[src/rtl/bce_pkg.sv]
package bce_pkg;

   localparam int unsigned QUEUE_DEPTH = 2;

   localparam logic signed [31:0] MIN_BASE   = 32'sd157680000;
   localparam logic signed [31:0] SUBST_BASE = 32'sd205329600;
   localparam logic [32:0]        DRIFT_LIMIT = 33'd172800;
   localparam logic [16:0]        SEC_DAY    = 17'd86400;
   localparam logic [7:0]         EPOCH_YEAR = 8'd70;

   localparam logic [2:0] ST_OK         = 3'd0;
   localparam logic [2:0] ST_CLOCK_BAD  = 3'd1;
   localparam logic [2:0] ST_BOTH_BAD   = 3'd2;
   localparam logic [2:0] ST_BASE_BAD   = 3'd3;
   localparam logic [2:0] ST_LOST       = 3'd4;
   localparam logic [2:0] ST_GAINED     = 3'd5;

   typedef struct packed {
      logic              kind;
      logic              bad_base;
      logic              bad_clock;
      logic signed [31:0] time_value;
      logic signed [31:0] base;
      logic [7:0]        sec;
      logic [7:0]        min;
      logic [7:0]        hour;
      logic [7:0]        day;
      logic [7:0]        mon;
      logic [7:0]        year;
   } item_type;

   function automatic logic [8:0] month_start(input logic [3:0] idx);
      logic [8:0] v;
      case (idx)
         4'd0:    v = 9'd0;
         4'd1:    v = 9'd31;
         4'd2:    v = 9'd59;
         4'd3:    v = 9'd90;
         4'd4:    v = 9'd120;
         4'd5:    v = 9'd151;
         4'd6:    v = 9'd181;
         4'd7:    v = 9'd212;
         4'd8:    v = 9'd243;
         4'd9:    v = 9'd273;
         4'd10:   v = 9'd304;
         4'd11:   v = 9'd334;
         default: v = 9'd0;
      endcase
      return v;
   endfunction

   function automatic logic [7:0] bcd_dec(input logic [7:0] b);
      return 8'(b[7:4]) * 8'd10 + 8'(b[3:0]);
   endfunction

   function automatic logic [7:0] bcd_enc(input logic [7:0] n);
      logic [7:0] tens;
      logic [7:0] t2;
      logic [7:0] ones;
      tens = 8'((16'(n) * 16'd205) >> 11);
      if (tens >= 8'd20) t2 = tens - 8'd20;
      else if (tens >= 8'd10) t2 = tens - 8'd10;
      else t2 = tens;
      ones = n - 8'(tens * 8'd10);
      return {t2[3:0], ones[3:0]};
   endfunction

   function automatic logic [8:0] year_len(input logic [7:0] yr);
      return (yr[1:0] == 2'b00) ? 9'd366 : 9'd365;
   endfunction

endpackage

[src/rtl/bce_front.sv]
module bce_front (
   input  logic                clock,
   input  logic                reset,
   input  logic                in_valid,
   output logic                in_ready,
   input  logic                kind,
   input  logic [31:0]         time_value,
   input  logic [7:0]          clock_sec,
   input  logic [7:0]          clock_min,
   input  logic [7:0]          clock_hour,
   input  logic [7:0]          clock_day,
   input  logic [7:0]          clock_month,
   input  logic [7:0]          clock_year,
   output logic                q_valid,
   input  logic                q_pop,
   output bce_pkg::item_type   q_item
);

   bce_pkg::item_type mem [bce_pkg::QUEUE_DEPTH];
   bce_pkg::item_type item;
   logic       wr_ptr_ff, wr_ptr_in, rd_ptr_ff, rd_ptr_in;
   logic [1:0] count_ff, count_in;
   logic       push, pop;

   function automatic logic [7:0] bcd_pkg_dec(input logic [7:0] b);
      return bce_pkg::bcd_dec(b);
   endfunction

   always_comb begin
      item.kind       = kind;
      item.time_value = time_value;
      item.sec        = bcd_pkg_dec(clock_sec);
      item.min        = bcd_pkg_dec(clock_min);
      item.hour       = bcd_pkg_dec(clock_hour);
      item.day        = bcd_pkg_dec(clock_day);
      item.mon        = bcd_pkg_dec(clock_month);
      item.year       = bcd_pkg_dec(clock_year);
      item.bad_base   = $signed(time_value) < bce_pkg::MIN_BASE;
      item.base       = item.bad_base ? bce_pkg::SUBST_BASE : $signed(time_value);
      item.bad_clock  = (item.year < bce_pkg::EPOCH_YEAR) || (item.mon < 8'd1) ||
                        (item.mon > 8'd12) || (item.day < 8'd1) || (item.day > 8'd31) ||
                        (item.hour > 8'd23) || (item.min > 8'd59) || (item.sec > 8'd59);
   end

   assign in_ready = count_ff != 2'(bce_pkg::QUEUE_DEPTH);
   assign push     = in_valid && in_ready;
   assign q_valid  = count_ff != 2'd0;
   assign pop      = q_pop && q_valid;
   assign q_item   = mem[rd_ptr_ff];

   always_comb begin
      wr_ptr_in = push ? ~wr_ptr_ff : wr_ptr_ff;
      rd_ptr_in = pop ? ~rd_ptr_ff : rd_ptr_ff;
      count_in  = count_ff + 2'(push) - 2'(pop);
   end

   always_ff @(posedge clock) begin
      if (reset) begin
         wr_ptr_ff <= 1'b0;
         rd_ptr_ff <= 1'b0;
         count_ff  <= 2'd0;
      end else begin
         wr_ptr_ff <= wr_ptr_in;
         rd_ptr_ff <= rd_ptr_in;
         count_ff  <= count_in;
      end
   end

   always_ff @(posedge clock) begin
      if (push) begin
         mem[wr_ptr_ff] <= item;
      end
   end

   a_count_bound: assert property (@(posedge clock) disable iff (reset)
      count_ff <= 2'(bce_pkg::QUEUE_DEPTH))
      else $error("queue count over depth");

endmodule

[src/rtl/bce_back.sv]
module bce_back (
   input  logic                clock,
   input  logic                reset,
   input  logic                q_valid,
   output logic                q_pop,
   input  bce_pkg::item_type   q_item,
   output logic                out_valid,
   input  logic                out_ready,
   output logic [103:0]        out_data
);

   localparam logic [3:0] S_IDLE   = 4'd0;
   localparam logic [3:0] S_YEARS  = 4'd1;
   localparam logic [3:0] S_MUL    = 4'd2;
   localparam logic [3:0] S_DIFF   = 4'd3;
   localparam logic [3:0] S_DIV    = 4'd4;
   localparam logic [3:0] S_REM    = 4'd5;
   localparam logic [3:0] S_YSPLIT = 4'd6;
   localparam logic [3:0] S_MONTH  = 4'd7;
   localparam logic [3:0] S_HOUR   = 4'd8;
   localparam logic [3:0] S_HREM   = 4'd9;
   localparam logic [3:0] S_MIN    = 4'd10;
   localparam logic [3:0] S_SEC    = 4'd11;
   localparam logic [3:0] S_ENC    = 4'd12;
   localparam logic [3:0] S_DONE   = 4'd13;

   // reciprocals: (x >> 7) / 675, x / 3600, x / 60
   localparam logic [26:0] DAY_RECIP  = 27'd101806633;
   localparam logic [17:0] HOUR_RECIP = 18'd149131;
   localparam logic [12:0] MIN_RECIP  = 13'd4370;

   logic [3:0]         state_ff, state_in;
   bce_pkg::item_type  rec_ff, rec_in;
   logic [32:0]        acc_ff, acc_in;
   logic [15:0]        q_ff, q_in;
   logic [7:0]         yr_ff, yr_in;
   logic               mode_bcd_ff, mode_bcd_in;
   logic [4:0]         hour_ff, hour_in;
   logic [5:0]         min_ff, min_in;
   logic signed [31:0] result_ff, result_in;
   logic [2:0]         status_ff, status_in;
   logic [15:0]        drift_ff, drift_in;
   logic               wr_ff, wr_in;
   logic [7:0]         o_sec_ff, o_sec_in, o_min_ff, o_min_in, o_hour_ff, o_hour_in;
   logic [7:0]         o_day_ff, o_day_in, o_mon_ff, o_mon_in, o_year_ff, o_year_in;
   logic               rsp_valid_ff, rsp_valid_in;
   logic [103:0]       rsp_data_ff, rsp_data_in;

   logic [52:0] day_prod;
   logic [34:0] hour_prod;
   logic [24:0] min_prod;
   logic [32:0] rem_day, rem_hour, rem_min;
   logic        leap;
   logic [3:0]  mon_sel;
   logic [8:0]  day_v;
   logic [32:0] diff, diff_abs;
   logic [32:0] prod;
   logic        slot_free;

   assign q_pop     = (state_ff == S_IDLE) && q_valid;
   assign slot_free = !rsp_valid_ff || out_ready;

   always_comb begin
      state_in    = state_ff;
      rec_in      = rec_ff;
      acc_in      = acc_ff;
      q_in        = q_ff;
      yr_in       = yr_ff;
      mode_bcd_in = mode_bcd_ff;
      hour_in     = hour_ff;
      min_in      = min_ff;
      result_in   = result_ff;
      status_in   = status_ff;
      drift_in    = drift_ff;
      wr_in       = wr_ff;
      o_sec_in    = o_sec_ff;
      o_min_in    = o_min_ff;
      o_hour_in   = o_hour_ff;
      o_day_in    = o_day_ff;
      o_mon_in    = o_mon_ff;
      o_year_in   = o_year_ff;
      rsp_valid_in = rsp_valid_ff && !out_ready;
      rsp_data_in  = rsp_data_ff;

      day_prod  = 53'(acc_ff[32:7]) * 53'(DAY_RECIP);
      hour_prod = 35'(acc_ff[16:0]) * 35'(HOUR_RECIP);
      min_prod  = 25'(acc_ff[11:0]) * 25'(MIN_RECIP);
      rem_day   = acc_ff - 33'(q_ff) * 33'(bce_pkg::SEC_DAY);
      rem_hour  = acc_ff - 33'(hour_ff) * 33'd3600;
      rem_min   = acc_ff - 33'(min_ff) * 33'd60;
      leap     = yr_ff[1:0] == 2'b00;
      diff     = {result_ff[31], result_ff} - {rec_ff.base[31], rec_ff.base};
      diff_abs = diff[32] ? (33'd0 - diff) : diff;
      prod     = 33'(acc_ff[15:0]) * 33'(bce_pkg::SEC_DAY) + 33'(rec_ff.hour) * 33'd3600 +
                 33'(rec_ff.min) * 33'd60 + 33'(rec_ff.sec);
      mon_sel  = 4'd12;
      for (int m = 11; m >= 1; m--) begin
         if (9'(q_ff) < bce_pkg::month_start(4'(m)) + 9'((leap && m > 1) ? 1 : 0)) begin
            mon_sel = 4'(m);
         end
      end
      day_v    = 9'(q_ff) - bce_pkg::month_start(mon_sel - 4'd1) + 9'd1 -
                 9'((leap && mon_sel > 4'd2) ? 1 : 0);

      case (state_ff)
         S_IDLE: begin
            if (q_valid) begin
               rec_in    = q_item;
               result_in = q_item.time_value;
               status_in = bce_pkg::ST_OK;
               drift_in  = 16'd0;
               wr_in     = 1'b0;
               o_sec_in  = 8'd0;
               o_min_in  = 8'd0;
               o_hour_in = 8'd0;
               o_day_in  = 8'd0;
               o_mon_in  = 8'd0;
               o_year_in = 8'd0;
               q_in      = 16'd0;
               mode_bcd_in = 1'b1;
               if (q_item.kind) begin
                  acc_in   = q_item.time_value[31] ? 33'd0 : 33'(q_item.time_value);
                  wr_in    = 1'b1;
                  state_in = S_DIV;
               end else if (q_item.bad_clock) begin
                  result_in = q_item.base;
                  if (q_item.bad_base) begin
                     status_in = bce_pkg::ST_BOTH_BAD;
                     state_in  = S_DONE;
                  end else begin
                     status_in = bce_pkg::ST_CLOCK_BAD;
                     wr_in     = 1'b1;
                     acc_in    = 33'(q_item.base);
                     state_in  = S_DIV;
                  end
               end else begin
                  yr_in    = bce_pkg::EPOCH_YEAR;
                  acc_in   = 33'(bce_pkg::month_start(4'(q_item.mon - 8'd1))) +
                             33'(q_item.day) - 33'd1 +
                             33'((q_item.year[1:0] == 2'b00 && q_item.mon > 8'd2) ? 1 : 0);
                  state_in = S_YEARS;
               end
            end
         end
         S_YEARS: begin
            if (yr_ff < rec_ff.year) begin
               acc_in = acc_ff + 33'(bce_pkg::year_len(yr_ff));
               yr_in  = yr_ff + 8'd1;
            end else begin
               state_in = S_MUL;
            end
         end
         S_MUL: begin
            result_in = signed'(prod[31:0]);
            if (rec_ff.bad_base) begin
               status_in = bce_pkg::ST_BASE_BAD;
               state_in  = S_DONE;
            end else begin
               state_in = S_DIFF;
            end
         end
         S_DIFF: begin
            acc_in      = diff_abs;
            status_in   = (diff_abs >= bce_pkg::DRIFT_LIMIT) ?
                          (diff[32] ? bce_pkg::ST_LOST : bce_pkg::ST_GAINED) : bce_pkg::ST_OK;
            mode_bcd_in = 1'b0;
            q_in        = 16'd0;
            state_in    = S_DIV;
         end
         S_DIV: begin
            q_in = day_prod[51:36];
            if (mode_bcd_ff) begin
               state_in = S_REM;
            end else begin
               drift_in = day_prod[51:36];
               state_in = S_DONE;
            end
         end
         S_REM: begin
            acc_in   = rem_day;
            yr_in    = bce_pkg::EPOCH_YEAR;
            state_in = S_YSPLIT;
         end
         S_YSPLIT: begin
            if (q_ff >= 16'(bce_pkg::year_len(yr_ff))) begin
               q_in  = q_ff - 16'(bce_pkg::year_len(yr_ff));
               yr_in = yr_ff + 8'd1;
            end else begin
               state_in = S_MONTH;
            end
         end
         S_MONTH: begin
            o_day_in  = bce_pkg::bcd_enc(day_v[7:0]);
            o_mon_in  = bce_pkg::bcd_enc(8'(mon_sel));
            o_year_in = bce_pkg::bcd_enc(yr_ff);
            state_in  = S_HOUR;
         end
         S_HOUR: begin
            hour_in  = hour_prod[33:29];
            state_in = S_HREM;
         end
         S_HREM: begin
            acc_in    = rem_hour;
            o_hour_in = bce_pkg::bcd_enc(8'(hour_ff));
            state_in  = S_MIN;
         end
         S_MIN: begin
            min_in   = min_prod[23:18];
            state_in = S_SEC;
         end
         S_SEC: begin
            acc_in   = rem_min;
            o_min_in = bce_pkg::bcd_enc(8'(min_ff));
            state_in = S_ENC;
         end
         S_ENC: begin
            o_sec_in = bce_pkg::bcd_enc(acc_ff[7:0]);
            state_in = S_DONE;
         end
         S_DONE: begin
            if (slot_free) begin
               rsp_valid_in = 1'b1;
               rsp_data_in  = {3'd0, o_year_ff, o_mon_ff, o_day_ff, 1'b0, o_hour_ff,
                               o_min_ff, o_sec_ff, wr_ff, drift_ff, status_ff, result_ff};
               state_in     = S_IDLE;
            end
         end
         default: begin
            state_in = S_IDLE;
         end
      endcase
   end

   always_ff @(posedge clock) begin
      if (reset) begin
         state_ff     <= S_IDLE;
         rsp_valid_ff <= 1'b0;
      end else begin
         state_ff     <= state_in;
         rsp_valid_ff <= rsp_valid_in;
      end
   end

   always_ff @(posedge clock) begin
      rec_ff      <= rec_in;
      acc_ff      <= acc_in;
      q_ff        <= q_in;
      yr_ff       <= yr_in;
      mode_bcd_ff <= mode_bcd_in;
      hour_ff     <= hour_in;
      min_ff      <= min_in;
      result_ff   <= result_in;
      status_ff   <= status_in;
      drift_ff    <= drift_in;
      wr_ff       <= wr_in;
      o_sec_ff    <= o_sec_in;
      o_min_ff    <= o_min_in;
      o_hour_ff   <= o_hour_in;
      o_day_ff    <= o_day_in;
      o_mon_ff    <= o_mon_in;
      o_year_ff   <= o_year_in;
      rsp_data_ff <= rsp_data_in;
   end

   assign out_valid = rsp_valid_ff;
   assign out_data  = rsp_data_ff;

   a_pop_leaves_idle: assert property (@(posedge clock) disable iff (reset)
      q_pop |=> state_ff != S_IDLE)
      else $error("popped word left no work");

   a_no_write_zero_fields: assert property (@(posedge clock) disable iff (reset)
      rsp_valid_ff && !rsp_data_ff[51] |-> rsp_data_ff[100:52] == 49'd0)
      else $error("unused clock fields not zero");

   a_both_bad_no_write: assert property (@(posedge clock) disable iff (reset)
      rsp_valid_ff && rsp_data_ff[34:32] == bce_pkg::ST_BOTH_BAD |-> !rsp_data_ff[51])
      else $error("write requested with bad base and clock");

   a_drift_status: assert property (@(posedge clock) disable iff (reset)
      rsp_valid_ff && (rsp_data_ff[34:32] == bce_pkg::ST_LOST ||
                       rsp_data_ff[34:32] == bce_pkg::ST_GAINED) |-> rsp_data_ff[50:35] >= 16'd2)
      else $error("drift status with under two days");

endmodule

[src/rtl/bcd_calendar_epoch_converter.sv]
// timing: each word's run is set by the year-by-year day loop of a clock date
// or by the year split of a seconds value into a date; the day divide
// and the h/m/s split are short reciprocal-multiply steps
// flow: one word in flight in the back end, which takes the next only when done;
// a 2-word queue in front accepts further words while it works
// reset: synchronous, active high; clears queue, sequencer and output valid
module bcd_calendar_epoch_converter (
   input  logic         clock,
   input  logic         reset,
   input  logic         req_tvalid,
   output logic         req_tready,
   input  logic [79:0]  req_tdata,  // time_value, clock_sec, clock_min, clock_hour,
                                    // clock_day, clock_month, clock_year
   input  logic [0:0]   req_tuser,  // kind
   output logic         rsp_tvalid,
   input  logic         rsp_tready,
   output logic [103:0] rsp_tdata   // seconds_out, status, drift_days, write_clock,
                                    // out_sec, out_min, out_hour, out_weekday,
                                    // out_day, out_month, out_year, zero pad
);

   logic              q_valid;
   logic              q_pop;
   bce_pkg::item_type q_item;

   bce_front u_front (
      .clock       (clock),
      .reset       (reset),
      .in_valid    (req_tvalid),
      .in_ready    (req_tready),
      .kind        (req_tuser[0]),
      .time_value  (req_tdata[31:0]),
      .clock_sec   (req_tdata[39:32]),
      .clock_min   (req_tdata[47:40]),
      .clock_hour  (req_tdata[55:48]),
      .clock_day   (req_tdata[63:56]),
      .clock_month (req_tdata[71:64]),
      .clock_year  (req_tdata[79:72]),
      .q_valid     (q_valid),
      .q_pop       (q_pop),
      .q_item      (q_item)
   );

   bce_back u_back (
      .clock     (clock),
      .reset     (reset),
      .q_valid   (q_valid),
      .q_pop     (q_pop),
      .q_item    (q_item),
      .out_valid (rsp_tvalid),
      .out_ready (rsp_tready),
      .out_data  (rsp_tdata)
   );

endmodule
[config.mk]
export PLATFORM = sky130hd
export DESIGN_NAME = bcd_calendar_epoch_converter
export DESIGN_NICKNAME = d
export VERILOG_FILES = /design/src/rtl/bce_pkg.sv /design/src/rtl/bce_front.sv /design/src/rtl/bce_back.sv /design/src/rtl/bcd_calendar_epoch_converter.sv
export SDC_FILE = /design/constraint.sdc
export NUM_CORES = 2
export LEC_CHECK = 0
export CORE_ASPECT_RATIO = 1.4
export CORE_MARGIN = 2
export CORE_UTILIZATION = 58
export DETAILED_ROUTE_END_ITERATION = 7
export DONT_BUFFER_PORTS = 1
export GPL_TIMING_DRIVEN = 0
export PLACE_DENSITY = 0.73
export SLEW_MARGIN = 20
export SYNTH_ARGS = -nofsm -noshare
export SYNTH_HDL_FRONTEND = slang
export SYNTH_SLANG_ARGS = --single-unit
[constraint.sdc]
create_clock -name clock -period 12.26 [get_ports clock]
set_clock_uncertainty 0.1 [all_clocks]
set_input_delay 0 -clock clock [delete_from_list [all_inputs] [get_ports clock]]
set_output_delay 0 -clock clock [all_outputs]
set_load 0.01 [all_outputs]
==> After elaboration in Yosys (flattened, before gate mapping) <==
Memory sizes are Yosys's and may differ from the RTL's. A register that Yosys moved wholly into a read port is not among the register bits.
Index checks and enable logic that the tools add are counted.
{ "word_totals": {"mem_bits_ro": 288, "latch_bits": 0, "elab_cells": 312, "n_memories": 3, "ff_bits": 343, "mem_bits_rw": 230} }
{ "mem_list": {"columns": ["name", "depth", "word_bits", "rd", "rd_ports_with_merged_regs", "write_ports", "line_no", "rtl"], "rows": [
  ["u_front.mem", 2, 115, 1, 1, 1, "bce_front.sv:19", "bce_pkg::item_type mem [bce_pkg::QUEUE_DEPTH];"],
  ["(name not given)", 16, 9, 1, 0, 0, "bce_pkg.sv:34", "case (idx)"],
  ["(name not given)", 16, 9, 1, 0, 0, "bce_pkg.sv:34", null]
]} }
{ "classes": {"eq_ne": 25, "order_cmp": 37, "div": 0, "n_mul": 27, "add_sub_neg": 55, "muxes": 90, "n_reduce_logical": 45, "bitwise": 2, "shift": 0} }
{ "op_table": {"columns": ["operator", "n"], "rows": [
  ["33-bit two-way mux", 6],
  ["33-bit one-hot mux with 6 select lines", 1],
  ["32-bit two-way mux", 4],
  ["4-bit two-way mux", 31],
  ["8-bit one-hot mux with 2 select lines", 6],
  ["9-bit less-than comparator", 10],
  ["8-bit by 8-bit multiplier with 16-bit output (second input constant)", 4],
  ["16-bit one-hot mux with 4 select lines", 1],
  ["32-bit one-hot mux with 2 select lines", 1],
  ["4-bit one-hot mux with 14 select lines", 1],
  ["26-bit by 27-bit multiplier with 52-bit output (second input constant)", 1],
  ["8-bit by 4-bit adder with 8-bit output", 6],
  ["16-bit two-way mux", 3],
  ["8-bit two-way mux", 6],
  ["4-bit by 3-bit multiplier with 7-bit output (second input constant)", 6],
  ["8-bit by 9-bit adder with 9-bit output (first input constant)", 4],
  ["9-bit two-way mux", 4],
  ["17-bit by 18-bit multiplier with 34-bit output (second input constant)", 1],
  ["33-bit adder", 1],
  ["33-bit by 9-bit adder with 33-bit output", 1],
  ["33-bit by 18-bit greater-or-equal comparator with 1-bit output (second input constant)", 1],
  ["1-bit by 33-bit subtractor with 33-bit output (first input constant)", 1],
  ["32-bit by 32-bit subtractor with 33-bit output", 1],
  ["33-bit by 1-bit subtractor with 33-bit output (second input constant)", 1],
  ["other kinds (86)", 179]
]} }

==> Logic depth before layout (Yosys ltp) <==
An unclocked memory read counts as a cell.
{ "logic_depth": {"ltp_word": 25, "depth_mapped": 51, "mapped_depth_nobuf": 49} }

==> By module <==
A second synthesis with hierarchy kept.
{ "hier_totals": {"hier_cells": 5978, "area_unflattened_um2": 61828.0} }
{ "modules_own_cells": {"columns": ["mod", "area_per_inst_um2", "instances", "cells_each"], "rows": [
  ["bce_back", 51250.4, 1, 5334],
  ["bce_front", 10577.6, 1, 644]
]} }

==> Least setup slack after synthesis <==
OpenSTA, ideal clock, no wires.
{ "synth_path": {"path_type": "register -> register", "startpoint": "register u_back.yr_ff[0]", "endpoint": "register u_back.o_day_ff[3] (data pin)", "arrival_ns": 9.594, "t_required_ns": 11.898, "synth_period_minus_slack_ns": 9.956, "setup_time_ns": 0.262, "path_stages_with_launch": 48, "slack_ns": 2.304, "path_cell_list": "edfxtp_1 -> inv_1 -> ha_1 -> inv_1 -> ha_1 -> nor2b_1 -> o21ai_0 -> mux2i_1 -> a21oi_1 -> o2bb2ai_1 -> a22oi_1 -> a21boi_1 -> and3_1 -> o31ai_1 -> clkbuf_1 -> nor3b_1 -> a21o_1 -> ha_1 -> [12 not listed] -> inv_1 -> fa_1 -> inv_1 -> fa_1 -> ha_1 -> ha_1 -> a21oi_1 -> o21ai_0 -> a21oi_1 -> xnor2_1 -> inv_1 -> ha_1 -> inv_1 -> fa_1 -> xor2_1 -> xnor2_1 -> xnor2_1 -> nor2_1"} }
{ "synth_via": {"elab_chain_cells": 24} }
{ "synth_rtl": {"columns": ["element", "line_no", "rtl"], "rows": [
  ["from (decl)", "bce_back.sv:36", "logic [7:0] yr_ff, yr_in;"],
  ["from (signal assigned)", "bce_back.sv:248", "yr_ff <= yr_in;"],
  ["2-bit logical NOT *", "bce_back.sv:91", "leap = yr_ff[1:0] == 2'b00;"],
  ["1-bit two-way mux *", "bce_back.sv:98", "if (9'(q_ff) < bce_pkg::month_start(4'(m)) + 9'((leap && m > 1) ? 1 : 0)) begin"],
  ["9-bit adder", "bce_back.sv:98", null],
  ["9-bit less-than comparator", "bce_back.sv:98", null],
  ["3-bit two-way mux", "bce_back.sv:98", null],
  ["4-bit two-way mux (8 in a row)", "bce_back.sv:98", null],
  ["4-bit two-way mux * (2 in a row)", "bce_back.sv:98", null],
  ["via u_back.mon_sel[0]", "bce_back.sv:54", "logic [3:0] mon_sel;"],
  ["4-bit by 1-bit subtractor with 4-bit output", "bce_back.sv:102", "day_v = 9'(q_ff) - bce_pkg::month_start(mon_sel - 4'd1) + 9'd1 -"],
  ["memory read 16 x 9 bit", null, null],
  ["8-bit subtractor", "bce_back.sv:102", null],
  ["8-bit by 1-bit adder with 8-bit output", "bce_back.sv:102", null],
  ["8-bit by 1-bit subtractor with 8-bit output *", "bce_back.sv:102", null],
  ["8-bit by 8-bit multiplier with 16-bit output", "bce_pkg.sv:60", "tens = 8'((16'(n) * 16'd205) >> 11);"],
  ["5-bit by 3-bit multiplier with 3-bit output", "bce_pkg.sv:64", "ones = n - 8'(tens * 8'd10);"],
  ["4-bit subtractor *", "bce_pkg.sv:64", null],
  ["8-bit one-hot mux with 2 select lines *", "bce_back.sv:105", "case (state_ff)"],
  ["to (signal assigned)", "bce_back.sv:259", "o_day_ff <= o_day_in;"],
  ["to (decl)", "bce_back.sv:45", "logic [7:0] o_day_ff, o_day_in, o_mon_ff, o_mon_in, o_year_ff, o_year_in;"]
]} }
Mark *: on every way through the listed nets, which the timed path passes. The rest lies on a longest branch.
A chain may end at the register's enable or synchronous reset.

==> Worst setup path after layout <==
{ "layout_path": {"startpoint": "register u_back.yr_ff[0]", "endpoint": "register u_back.o_day_ff[3] (data pin)"} }
{ "layout_via": {"elab_chain_cells": 24} }
{ "layout_rtl": {"columns": ["element", "line_no"], "rows": [
  ["2-bit logical NOT *", "bce_back.sv:91"],
  ["1-bit two-way mux", "bce_back.sv:98"],
  ["9-bit adder", "bce_back.sv:98"],
  ["9-bit less-than comparator", "bce_back.sv:98"],
  ["3-bit two-way mux", "bce_back.sv:98"],
  ["4-bit two-way mux (10 in a row)", "bce_back.sv:98"],
  ["4-bit by 1-bit subtractor with 4-bit output", "bce_back.sv:102"],
  ["memory read 16 x 9 bit", null],
  ["8-bit subtractor", "bce_back.sv:102"],
  ["8-bit by 1-bit adder with 8-bit output", "bce_back.sv:102"],
  ["8-bit by 1-bit subtractor with 8-bit output *", "bce_back.sv:102"],
  ["8-bit by 8-bit multiplier with 16-bit output", "bce_pkg.sv:60"],
  ["5-bit by 3-bit multiplier with 3-bit output", "bce_pkg.sv:64"],
  ["4-bit subtractor *", "bce_pkg.sv:64"],
  ["8-bit one-hot mux with 2 select lines *", "bce_back.sv:105"]
]} }
Every way passes the cells marked *; elsewhere a longest branch is shown, timed or not.

==> impl_metrics.env <==
export IMPL_critical_path_slowest_cell="edfxtp_1"
export IMPL_crit_top_cell="ha_1"
export IMPL_initial_core_util=0.5837
export IMPL_portBuffers=0
export IMPL_ys_flop_type="edfxtp_1"
export IMPL_yosysWarnings=0
export IMPL_synthToLayoutAreaGrowth_pct=10.00
export IMPL_routabilityCongestion=0.9936
export IMPL_ys_ff_latch=562
export IMPL_drc=0
export IMPL_critical_path_required_ns=12.52
export IMPL_finalWirelength_um=181600
export IMPL_synthArstFlopShare=0
export IMPL_synth_cell_type_count=105
export IMPL_grt_overflow_total=0
export IMPL_grt_use_total=0.3365
export IMPL_relSlewSlack=0.1953
export IMPL_period_share=0.9347
export IMPL_fillers=8322
export IMPL_synth_edf_count=552
export IMPL_drive_gt1_frac=0.05658
export IMPL_antenna_found_initial=2
export IMPL_path_clk_slew_ns=0.07
export IMPL_maxCapViolCount=0
export IMPL_htreeDepth=2
export IMPL_drtAntennaViolNets=0
export IMPL_hold_class="input pin to flip-flop"
export IMPL_grt_max_degree=56
export IMPL_vias=45840
export IMPL_synthCells=5939
export IMPL_cts_sinks=562
export IMPL_wl_per_cell_um=23.91
export IMPL_die_h_um=389.2
export IMPL_slew_violations=0
export IMPL_period_needed_ns=11.46
export IMPL_ys_seq_area_frac=0.2729
export IMPL_worst_pin_slew_ns=1.207
export IMPL_grt_pass1_wl_um=276500
export IMPL_multi_input_area_um2=40690
export IMPL_cts_setup_buffers=0
export IMPL_max_stage_delay_ns=0.55
export IMPL_syn_area_um2=61480
export IMPL_fp_row_count=141
export IMPL_cts_buffers_inserted=57
export IMPL_holdPathStages=1
export IMPL_drtIter0Drc=3242
export IMPL_holdCritStartpoint="req_tdata[25]"
export IMPL_fmaxAchievable_ghz=0.08726
export IMPL_ioPinCount=191
export IMPL_die_x_um=279.2
export IMPL_setup_violations=0
export IMPL_reg2regPathDepth=49
export IMPL_syn_area_per_cell_um2=10.35
export IMPL_clk_root_buffer_cell="clkbuf_16"
export IMPL_seq_area_um2=16780
export IMPL_viasPerCell=6.033
export IMPL_cp_num_buf_inv=8
export IMPL_die_area_um2=108700
export IMPL_placeableCoreArea_um2=105300
export IMPL_grt_pass1_vias=48030
export IMPL_crit_start="u_back.yr_ff[0]"
export IMPL_setup_tns_ns=0
export IMPL_worstPathArrival_ns=11.72
export IMPL_path_class="flip-flop to flip-flop"
export IMPL_hpwlAfterDp_um=145400
export IMPL_clock_latency_ns=0.72
export IMPL_cts_buffer_depth=3
export IMPL_crit_cells=49
export IMPL_final_hold_viol_count=0
export IMPL_dr_pass1_iters=5
export IMPL_critPathLaunchType="flip-flop"
export IMPL_critical_path_top_delay_family="adder cells"
export IMPL_rsz0062_at_grt="no"
export IMPL_path_max_fanout=10
export IMPL_r2r_start="u_back.yr_ff[0]"
export IMPL_setup_worst_path_end_class="flip-flop"
export IMPL_num_nets_final=7895
export IMPL_status="finished clean"
export IMPL_cts_tree="built"
## metal layers
layer	track usage	vias up	part of all wire
li1	-	21180	-
met2	0.5977	1720	0.50
met4	0.2501	2	0.089
met1	0.3601	22310	0.36
met3	0.05193	627	0.058
met5	0	-	0.000083
## cells in the mapped netlist, drive strengths merged (8+ instances only)
library cell,instances,area (um2)
dfxtp,10,200.2
nand4,30,193.9
a211o,11,97.59
mux2i,52,520.5
and2,30,191.4
or3,31,198.9
or2,49,306.5
a21oi,312,1562
or4,14,108.9
and4,9,78.83
a221o,8,80.08
nor2b,67,419.2
nor4,24,196.4
nand3,85,430.4
fa,433,8668
o21a,39,292.8
o21bai,40,300.3
a31oi,34,212.7
nor2,314,1184
a211oi,45,360.3
ha,1187,14850
o21ai,217,1097
a2111oi,13,138.9
o31ai,17,127.6
a311oi,9,78.83
o2111ai,11,96.34
o22ai,21,131.4
xnor2,251,2206
o221ai,19,166.4
buf,30,177.7
inv,964,3618
o211ai,40,300.3
nor3b,8,60.06
mux2,85,957.2
nor3,97,490.5
xor2,110,963.4
nand2b,34,212.7
a221oi,25,219.0
and3,28,177.7
a21boi,24,180.2
nand2,270,1016
clkbuf,86,352.8
a21o,102,765.7
a22oi,14,105.1
edfxtp,552,16580
## timing repair
item,in CTS,in global routing
gates resized for setup,0,7
endpoints found under the setup margin,0,6
hold endpoints to repair,432,0
hold buffers,148,0
## cell type report
type	instances	area share
timing repair buffer	183	0.03145
antenna	1	0.00003700
inverter	968	0.05376
clock buffer	62	0.02166
buffer	116	0.007844
tap	1358	0.02512
sequential	562	0.2481
multi-input combinational	4302	0.6017
clock inverter	46	0.01036
## layout by cell type, fill, tap and decap left out, types with 16 or more instances in the layout
cell type	n
dlygate4sd3_1	148
clkbuf_1	86
o21a_1	39
or3_1	30
nand4_1	29
nor4_1	18
inv_1	963
o21ai_0	206
fa_1	433
nand3_1	84
a211oi_1	42
nor3_1	89
nor2b_1	66
o221ai_1	19
edfxtp_1	552
a221oi_1	25
and2_1	28
o22ai_1	21
or2_2	46
a21oi_1	311
and3_1	25
o21bai_1	40
o31ai_1	16
a21o_1	102
mux2i_1	52
ha_1	1185
nand2_1	268
o211ai_1	40
clkbuf_16	57
xor2_1	110
a31oi_1	34
a21boi_0	20
mux2_2	85
nand2b_1	34
xnor2_1	250
nor2_1	311
## registers in the layout (all words and copies together), names as in the netlist, 16 cells and up, named ones only
register,flops
u_back.acc_ff,33
u_back.drift_ff,16
u_back.out_data,94
u_back.q_ff,16
u_back.rec_ff,65
u_back.result_ff,32
u_front.mem,230
## kinds of logic after synthesis
family,synth area share
mux,0.02403
simple gates,0.08851
buf+inv,0.06773
fa+ha+maj,0.3826
flops,0.2729
compound gates,0.1127
xor+xnor,0.05155
other cells,0.00006099
## final timing paths
kind                            slack [ns]                   to
worst max-delay path                  0.80   u_back.o_day_ff[3]
worst min-delay path                  0.02  u_front.mem[0][105]
worst max register to register        0.80   u_back.o_day_ff[3]
worst min register to register        0.32  u_back.out_data[87]
## metrics by stage
stage          instance area [um2]  worst slack [ns]  std cells  hold WS (ns)  utilization
6_report                     67630            0.8006       7598       0.02198       0.6421
5_1_grt                      67630           0.02693       7597       0.02735       0.6421
4_1_cts                      67560           0.09713       7596      0.005463       0.6415
3_5_place_dp                 63910            0.1554       7340     -0.001012       0.6068
3_3_place_gp                 63210            0.3303       7306    -0.0009718       0.6002
2_1_floorplan                61520             2.304       5948     -0.001131            -
Power is left out: the tool's default activity adds up to more than one toggle a clock period on the data nets, which glitch-free logic cannot reach.
